## config.mk

```make
export PLATFORM = sky130hd
export DESIGN_NAME = lcb_queue
export DESIGN_NICKNAME = d
export VERILOG_FILES = /design/src/rtl/lcb_pkg.sv /design/src/rtl/lcb_queue.sv
export SDC_FILE = /design/constraint.sdc
export NUM_CORES = 1
export LEC_CHECK = 0
export BUFFER_PORTS_ARGS = -buffer_cell sky130_fd_sc_hd__buf_2
export CAP_MARGIN = 20
export CORE_MARGIN = 2
export CORE_UTILIZATION = 51
export CTS_CLUSTER_DIAMETER = 30
export DETAILED_ROUTE_END_ITERATION = 8
export GPL_ROUTABILITY_DRIVEN = 0
export GPL_TIMING_DRIVEN = 0
export PLACE_DENSITY = 0.78
export SETUP_SLACK_MARGIN = 0.4
export SLEW_MARGIN = 20
export SYNTH_ARGS = -nofsm -noshare
export SYNTH_HDL_FRONTEND = slang
export SYNTH_SLANG_ARGS = --single-unit
```

## constraint.sdc

```tcl
create_clock -name i_clk -period 4.67 [get_ports i_clk]
set_clock_uncertainty 0.15 [all_clocks]
set_input_delay 0.467 -clock i_clk [delete_from_list [all_inputs] [get_ports i_clk]]
set_output_delay 0.467 -clock i_clk [all_outputs]
set_load 0.01 [all_outputs]
```

## src/rtl/lcb_pkg.sv

```systemverilog
`default_nettype none

package lcb_pkg;

    localparam int CELLS_X_DEF = 8;
    localparam int CELLS_Y_DEF = 8;
    localparam int CELLS_Z_DEF = 8;
    localparam int CELL_CAPACITY_DEF = 16;

    // Widest linear cell index over the whole parameter range (64 cells per axis).
    localparam int CELL_W_MAX = 18;

    // Depth of the command queue between front and back; a power of two.
    localparam int Q_DEPTH = 4;

    localparam int CFG_IDX_W = 3;
    localparam logic [CFG_IDX_W-1:0] CFG_ORIGIN_X    = 3'd0;
    localparam logic [CFG_IDX_W-1:0] CFG_ORIGIN_Y    = 3'd1;
    localparam logic [CFG_IDX_W-1:0] CFG_ORIGIN_Z    = 3'd2;
    localparam logic [CFG_IDX_W-1:0] CFG_INV_WIDTH_X = 3'd3;
    localparam logic [CFG_IDX_W-1:0] CFG_INV_WIDTH_Y = 3'd4;
    localparam logic [CFG_IDX_W-1:0] CFG_INV_WIDTH_Z = 3'd5;

    localparam logic [31:0] INV_WIDTH_RESET = 32'h0001_0000;

    localparam logic [2:0] OP_INS_POS  = 3'd0;
    localparam logic [2:0] OP_INS_CELL = 3'd1;
    localparam logic [2:0] OP_REMOVE   = 3'd2;
    localparam logic [2:0] OP_CLEAR    = 3'd3;
    localparam logic [2:0] OP_RESORT   = 3'd4;
    localparam logic [2:0] OP_READ     = 3'd5;

    localparam logic [1:0] ST_OK      = 2'd0;
    localparam logic [1:0] ST_FULL    = 2'd1;
    localparam logic [1:0] ST_ABSENT  = 2'd2;
    localparam logic [1:0] ST_OUTSIDE = 2'd3;

    typedef enum logic [2:0] {
        K_RESP,
        K_INSERT,
        K_REMOVE,
        K_CLEAR,
        K_RESORT,
        K_READ
    } t_kind;

    typedef struct packed {
        logic signed [31:0] px;
        logic signed [31:0] py;
        logic signed [31:0] pz;
        logic [31:0]        tag;
    } t_slot;

    typedef struct packed {
        t_kind                 kind;
        logic [1:0]            status;
        logic [CELL_W_MAX-1:0] cell_idx;
        logic [3:0]            slot;
        t_slot                 data;
    } t_cmd;

endpackage

`default_nettype wire

```

## src/rtl/lcb_queue.sv

```systemverilog
`default_nettype none

module lcb_queue (
    input  wire logic         i_clk,
    input  wire logic         i_rst_n,
    input  wire logic         i_push,
    input  wire lcb_pkg::t_cmd i_data,
    output logic              o_full,
    input  wire logic         i_pop,
    output lcb_pkg::t_cmd     o_data,
    output logic              o_empty
);

    localparam int AW = $clog2(lcb_pkg::Q_DEPTH);

    lcb_pkg::t_cmd r_mem [lcb_pkg::Q_DEPTH];
    logic [AW-1:0] r_wr;
    logic [AW-1:0] r_rd;
    logic [AW:0]   r_cnt;

    always_ff @(posedge i_clk) begin
        if (!i_rst_n) begin
            r_wr  <= '0;
            r_rd  <= '0;
            r_cnt <= '0;
        end else begin
            if (i_push) begin
                r_wr <= r_wr + 1'b1;
            end
            if (i_pop) begin
                r_rd <= r_rd + 1'b1;
            end
            if (i_push && !i_pop) begin
                r_cnt <= r_cnt + 1'b1;
            end else if (i_pop && !i_push) begin
                r_cnt <= r_cnt - 1'b1;
            end
        end
    end

    always_ff @(posedge i_clk) begin
        if (i_push) begin
            r_mem[r_wr] <= i_data;
        end
    end

    assign o_data  = r_mem[r_rd];
    assign o_full  = (r_cnt == (AW+1)'(lcb_pkg::Q_DEPTH));
    assign o_empty = (r_cnt == '0);

    a_no_overflow: assert property (@(posedge i_clk) disable iff (!i_rst_n)
        i_push |-> !o_full)
        else $error("queue push while full");

    a_no_underflow: assert property (@(posedge i_clk) disable iff (!i_rst_n)
        i_pop |-> !o_empty)
        else $error("queue pop while empty");

endmodule

`default_nettype wire

```

==> results of run 1 <==
report_power, final:
part | switching (µW) | leakage [µW] | internal, µW
logic | 723 | 0.00318 | 649
registers | 78.1 | 0.00577 | 6500
clock network | 2810 | 0.00187 | 5510
total | 3610 | 0.0108 | 12700
cells by family after synthesis:
family | share of synthesized area, %
DFF | 82.52
muxes | 15.41
buffers and inverters | 1.060
and+or+nand+nor | 0.4009
adders and majority gates | 0.3625
xor gates and xnor gates | 0.1923
AOI/OAI and AO/OA | 0.05492
state kept, by name (all words and copies together), names as in the netlist, named ones only:
| signal | count |
|---|---|
| r_cnt | 3 |
| r_wr | 2 |
| r_rd | 2 |
| r_mem | 620 |
synthesized netlist by cell type:
master,n
sky130_fd_sc_hd__mux2i_1,2
sky130_fd_sc_hd__nor2b_1,2
sky130_fd_sc_hd__xnor2_1,2
sky130_fd_sc_hd__fa_1,1
sky130_fd_sc_hd__mux4_2,155
sky130_fd_sc_hd__buf_4,11
sky130_fd_sc_hd__clkbuf_1,2
sky130_fd_sc_hd__edfxtp_1,620
sky130_fd_sc_hd__xor2_1,3
sky130_fd_sc_hd__nor3b_1,1
sky130_fd_sc_hd__o21ai_0,1
sky130_fd_sc_hd__or3_1,1
sky130_fd_sc_hd__buf_6,5
sky130_fd_sc_hd__buf_2,16
sky130_fd_sc_hd__dfxtp_1,9
sky130_fd_sc_hd__nand2_1,1
sky130_fd_sc_hd__and2_1,9
sky130_fd_sc_hd__nor3_1,1
sky130_fd_sc_hd__inv_1,4
sky130_fd_sc_hd__ha_1,5
sky130_fd_sc_hd__a21boi_0,1
what timing repair did:
action | CTS | global route
hold buffers | 156 | 0
gates resized for setup | 0 | 0
hold endpoints to repair | 627 | 0
critical path, delay by kind of cell, from the launching register on:
family	cells	cell delay (ps)
multiplexers	1	380
flip-flops	1	310
buffers and inverters	3	1260
routing by layer:
metal  global-route usage (%)  routed length [µm]
met5                        0                  13
met4                    6.989                1027
met3                    7.403                4209
met2                    40.99               28400
met1                    28.62               19780
worst max path at each step:
stage,cells past startpoint,startpoint,slack (ps),endpoint
after detailed placement,4,register,2030,o_data[143]
final,4,register,1460,o_data[10]
after CTS,4,register,1330,o_data[144]
after floorplan,3,r_wr[0]$_SDFFE_PN0P_,1640,r_mem[2][0]$_DFFE_PP_
after global routing,4,register,1260,o_data[144]
after global placement,2,i_push,20,r_mem[0][33]$_DFFE_PP_
stage by stage:
stage	hold slack [ps]	power (µW)	area (µm²)	instances	util, %
after floorplan	322.4	7364	22790	852	-
after global placement	345.2	7867	25100	1759	56.89
after detailed placement	395.4	7911	25420	1771	57.60
after CTS	34.76	16310	30890	2137	70.00
after global routing	53.40	16740	30890	2137	70.00
final	77.06	16270	30890	2137	70.00
area by class of cell:
| type | instances | area (µm²) | share of cell area, % |
|---|---|---|---|
| Buffer | 34 | 226.5 | 0.7332 |
| Clock buffer | 131 | 2938 | 9.512 |
| Clock inverter | 79 | 970.9 | 3.144 |
| Inverter | 4 | 15.01 | 0.04861 |
| Multi-Input combinational cell | 185 | 3751 | 12.15 |
| Sequential cell | 629 | 18800 | 60.86 |
| Tap cell | 592 | 740.7 | 2.398 |
| Timing Repair Buffer | 483 | 3446 | 11.16 |
layout by cell type, fill, tap and decap left out, types with 3 or more instances in the layout:
cell type,instances
sky130_fd_sc_hd__clkbuf_16,115
sky130_fd_sc_hd__mux4_2,155
sky130_fd_sc_hd__clkinv_2,11
sky130_fd_sc_hd__buf_16,9
sky130_fd_sc_hd__inv_6,7
sky130_fd_sc_hd__inv_1,4
sky130_fd_sc_hd__dlygate4sd3_1,156
sky130_fd_sc_hd__buf_4,11
sky130_fd_sc_hd__edfxtp_1,620
sky130_fd_sc_hd__dfxtp_1,9
sky130_fd_sc_hd__buf_12,3
sky130_fd_sc_hd__clkbuf_1,18
sky130_fd_sc_hd__clkinv_1,16
sky130_fd_sc_hd__buf_6,5
sky130_fd_sc_hd__xor2_1,3
sky130_fd_sc_hd__bufinv_16,18
sky130_fd_sc_hd__and2_4,4
sky130_fd_sc_hd__buf_2,331
sky130_fd_sc_hd__clkinvlp_4,11
sky130_fd_sc_hd__clkinv_4,11
sky130_fd_sc_hd__ha_1,5
sky130_fd_sc_hd__and2_1,5
==> results.txt, run 1 <==
The flow ran to the end, and the final reports show no timing, DRC or antenna violations. The post-CTS setup repair buffer count came out at 0. In this run the count of I/O pins placed on the die edge is 316. STA classifies the critical path startpoint as a register.

The number of buffers inserted during clock tree synthesis came out at 113. Measured in cells, the most critical reg-to-reg path has a length of 5. The CTS H-tree depth came out at 3. Clock-pin slew was measured on the worst setup and hold paths at 50 ps.

The detailed-routing iteration count for the pre-antenna-repair pass is 5. The area growth from synthesis to layout came out at 35.58%. The number of warning messages in the yosys log is 0. The worst hold path terminates at r_rd[0]$_SDFFE_PN0P_. The total area inside the core boundary comes to 0.04412 mm². The number of antenna violations at the first check in global routing came out at 1.

Counting flops and latches in the post-synthesis netlist gives 629. The worst reg2reg path startpoint is r_wr[0]$_SDFFE_PN0P_. The clock latency on the worst-skew pair is 630 ps. The share of post-route cells with drive strength above 1 came out at 45.05%. The worst hold path passes through 3 cells.

Setup violations remaining at the end of the flow were counted as 0. The worst setup path is captured at an output pin. The required time of the critical path is 4050 ps. The number of nets in the synthesized netlist came out at 1017. Adding up every negative setup slack in the final design gives 0 ps. On the critical path, the stage with the largest delay is an instance of sky130_fd_sc_hd__clkbuf_1. Setup repair after global routing left no endpoint under its margin. The fill cell total of the finished layout is 2594. Along the worst path, the maximum fanout reaches 10. The post-synthesis instance area is 0.02278 mm². The number of buffers on the longest clock path came out at 3. The number of placement rows is 77. The mean area per synthesized cell is 26.74 µm². The hold violation total from the final report is 0.

Measured against its own limit, the worst slew margin works out to 41.51%. The count of maximum capacitance violations came out at 0. The die covers 0.04637 mm². The cell leakage power is 0.01082 µW. The final critical path time including I/O delays and setup is 3208 ps.

The starting density of the core came out at 51.63%. The number of design rule violations left after detail routing came out at 0. Once routing completed, OpenROAD measured the worst setup slack at 1462 ps. The layout net count is 1615. The detail-routed net length per standard cell came out at 25.00 µm. The largest stage delay on the critical path is 660 ps.

By area the synthesized netlist is led by sky130_fd_sc_hd__edfxtp_1 (82%), sky130_fd_sc_hd__mux4_2 (15%), sky130_fd_sc_hd__dfxtp_1 (0.79%). The startpoint identified for the worst hold timing path is i_pop. The actual slew at the worst max-slew pin is 877.4 ps. The signal on the critical path passes through clkbuf_1, buf_2, mux4_2, buf_2.

The max-slew violation count is 0. The critical path class is reg -> out. The number of DRC violations after detailed-routing iteration 0 came out at 1075. Among the stages of the critical path, the cell type that occurs most often is sky130_fd_sc_hd__buf_2. Synthesis produced 852 cells. The number of port buffers is 315.

The global-route wire length before repair came out at 80560 µm. The number of antenna diodes is 0. The wire-length estimate of the detail-placed layout is 27220 µm. The number of vias in the routed layout came out at 11800. The post-synthesis cell type count came out at 21. The wire length reported by the detailed router is 53430 µm.

TritonCTS built the clock tree. The largest net degree at the start of global routing came out at 48. The fmax came out at 0.3117 GHz. The global-route total usage across every layer came out at 23.64%. The sequential element share of the synthesized area is 82.52%. The total global routing overflow is 0. After detailed routing, the number of vias per cell comes to 5.522.

The floorplan die width is 215.3 µm. The tightest min-delay check is of the in -> reg type. The area share of the largest cell type after synthesis is 81.73%. CTS saw 629 sinks. The reg-to-reg setup timing slack is 2380 ps. In this run the critical register-to-register path is captured at r_mem[2][41]$_DFFE_PP_. The antenna violation net count after detailed routing came out at 0. The worst-case setup slack after placement is 2025 ps.

The largest vdd supply drop came out at 0.5230 mV. CTS placed an instance of sky130_fd_sc_hd__clkbuf_16 at the clock tree root. Data arrives at the worst endpoint at 2590 ps. The vertical extent of the die is 215.3 µm. The number of global-route vias before repair is 12800. For this design the ratio of total power to cell area is 526.7 mW/mm². The final critical-path share of the clock period came out at 68.70%. The cell type contributing the most total cell area after synthesis is sky130_fd_sc_hd__edfxtp_1.
No activity file was read; power rests on OpenSTA's default activity.
==> run 2: changes to the inputs <==
--- a/config.mk
+++ b/config.mk
@@ -8,12 +8,12 @@
 export BUFFER_PORTS_ARGS = -buffer_cell sky130_fd_sc_hd__buf_2
 export CAP_MARGIN = 20
 export CORE_MARGIN = 2
-export CORE_UTILIZATION = 51
+export CORE_UTILIZATION = 55
 export CTS_CLUSTER_DIAMETER = 30
 export DETAILED_ROUTE_END_ITERATION = 8
 export GPL_ROUTABILITY_DRIVEN = 0
 export GPL_TIMING_DRIVEN = 0
-export PLACE_DENSITY = 0.78
+export PLACE_DENSITY = 0.8
 export SETUP_SLACK_MARGIN = 0.4
 export SLEW_MARGIN = 20
 export SYNTH_ARGS = -nofsm -noshare
==> constraint.sdc (replaced) <==
create_clock -name i_clk -period 3.3 [get_ports i_clk]
set_clock_uncertainty 0.15 [all_clocks]
set_input_delay 0.33 -clock i_clk [delete_from_list [all_inputs] [get_ports i_clk]]
set_output_delay 0.33 -clock i_clk [all_outputs]
set_load 0.01 [all_outputs]
==> results.txt, run 2 (same netlist as run 1, synthesis figures left out) <==
The register clock-pin slew on the reported worst setup and hold paths is 60 ps. The detailed-routing iteration count for the pre-antenna-repair pass came out at 7. Counting along the longest clock path gives a buffer depth of 3. The fmax is 0.3636 GHz. The max-slew violation count came out at 0. The worst-case IR drop observed on VDD is 0.7302 mV. The power share of the combinational group came out at 8.7%. Along the worst path, the maximum fanout reaches 10. The hold violation total from the final report is 0. The net switching power figure is 5155 µW. The part of the power in registers is 41.5%.

The global-route wire length before repair is 78970 µm. The cell leakage power is 0.01072 µW. The post-route netlist has 45.01% of its cells at a drive strength greater than 1.

The detailed placer's ending HPWL came out at 26920 µm. The number of DRC violations after detailed-routing iteration 0 came out at 1013. The number of placement rows is 74. The fill cell total of the finished layout is 2102. Clock tree synthesis selected as its root buffer the cell sky130_fd_sc_hd__clkbuf_16. The floorplan die width is 207.5 µm. The required time of the critical path is 2820 ps. The detail-routed net length per standard cell came out at 25.20 µm. The number of sinks handled by clock tree synthesis is 629.

The worst setup path is launched from a register. The total power density per cell area is 731.0 mW/mm². The vertical extent of the die is 207.5 µm. The post-CTS setup repair buffer count is 0. The total global routing overflow is 0. The most common cell after layout, fill and taps aside is sky130_fd_sc_hd__edfxtp_1. Global routing used 24.70% of the available tracks across all layers. The number of antenna violations at the first check in global routing was 2. The core region area is 0.04083 mm².

The mean number of vias per cell is 5.658. The area used by sequential logic in the layout came out at 0.01880 mm². The initial utilization of the core area, before any placement, comes to 55.79%. The final setup violation count came out at 0.

The total internal power is 17230 µW. Of the total power, the clock network draws 49.7%. The flow ran to the end, and the final reports show no timing, DRC or antenna violations. In this run the number of H-tree levels came out at 3. Hold is met by 263.6 ps. The largest net degree at the start of global routing came out at 41. For this run, design rule violations remaining after detail routing come to 0. In this run the worst hold path is classified as in -> reg.

The final critical path time including I/O delays and setup is 2750 ps. The proportion of total power due to net switching came out at 23.03%. TritonCTS built the clock tree. The area growth from synthesis to layout is 34.43%. The number of buffers inserted during clock tree synthesis is 105.

Leaving out fill and tap cells, the most frequent cells in the layout are sky130_fd_sc_hd__edfxtp_1 (620), sky130_fd_sc_hd__buf_2 (330), sky130_fd_sc_hd__dlygate4sd3_1 (159). The wire length reported by the detailed router came out at 52320 µm. The clock latency on the worst-skew pair is 650 ps.

The actual slew at the worst max-slew pin is 445.6 ps. The kind of end point of the critical path is an output pin. The register with the most flip-flops in the layout has 620 of them. The detailed router placed 11750 vias in this run.

In this run the remaining antenna-violating nets after routing total 0. The count of pins on the block boundary came out at 316. The data arrival time of the critical path is 2270 ps. The area of combinational cells with multiple inputs is 0.003751 mm².

The count of maximum capacitance violations is 0. The tightest slew margin relative to the limit came out at 70.29%. The number of port buffers is 315.

The layout net count is 1614. The number of global-route vias before repair is 12720. The die covers 0.04306 mm². After layout, the worst path uses 83.33% of the clock period. The register bank with the most flops is r_mem. The summed negative setup slack over all endpoints came out at 0 ps. The largest registers in the layout are r_mem (620), r_cnt (3). The worst setup path is of the reg -> out kind. Setup repair after global routing left no endpoint under its margin.
[run 2: layout make-up]
cell class | count | share of cell area, %
clock inverters | 84 | 3.162
multi-input cells | 185 | 12.25
clock buffers | 116 | 8.747
flip-flops and latches | 629 | 61.38
plain buffers | 34 | 0.7558
repair buffers | 490 | 11.46
inverters | 4 | 0.04903
well taps | 532 | 2.174
diodes | 2 | 0.01634
[run 2: stage by stage]
step | setup WS (ps) | instances | cell area, µm² | util [%] | power (µW)
2_1_floorplan | 1070 | 852 | 22790 | - | 10410
3_3_place_gp | 234.2 | 1699 | 25030 | 61.31 | 11110
3_5_place_dp | 873.5 | 1715 | 25380 | 62.15 | 11200
4_1_cts | 409.2 | 2074 | 30620 | 74.98 | 22400
5_1_grt | 442.7 | 2076 | 30620 | 75.00 | 23030
6_report | 550.0 | 2076 | 30620 | 75.00 | 22390
[run 2: power by group through the flow]
stage	Clock (µW)	Sequential, µW	Combinational [µW]
2_1_floorplan	0	9410	995
3_3_place_gp	0	9430	1680
3_5_place_dp	0	9430	1760
4_1_cts	11100	9290	1960
5_1_grt	11600	9320	2070
6_report	11100	9300	1960
[run 2: final timing paths]
kind | slack [ps] | startpoint | endpoint | cells after the start
max | 550 | register | o_data[16] | 4
min | 260 | i_data[9] | r_mem[0][9]$_DFFE_PP_ | 2
max reg2reg | 990 | r_wr[0]$_SDFFE_PN0P_ | r_mem[1][149]$_DFFE_PP_ | 5
min reg2reg | 400 | r_cnt[2]$_SDFFE_PN0P_ | r_cnt[2]$_SDFFE_PN0P_ | 2
[run 2: timing repair]
action,CTS,global route
resized for setup,2,1
endpoints found under the setup margin,150,65
hold buffers,159,0
endpoints found under the hold margin,629,0
pin swaps,0,0
[run 2: worst max-delay path, stage by stage, from the launching register on]
cell and delay [ps]:
sky130_fd_sc_hd__dfxtp_1 320, sky130_fd_sc_hd__clkbuf_4 270, sky130_fd_sc_hd__buf_4 280, sky130_fd_sc_hd__mux4_2 590
sky130_fd_sc_hd__buf_2 170
[run 2: layer usage]
layer / vias up / global-route usage, % / routed length [µm]
met3: 84 / 6.036 / 4053
met1: 6117 / 32.14 / 19910
li1: 4949 / - / -
met5: - / 0 / 0
met2: 595 / 41.22 / 27160
met4: 0 / 8.695 / 1201
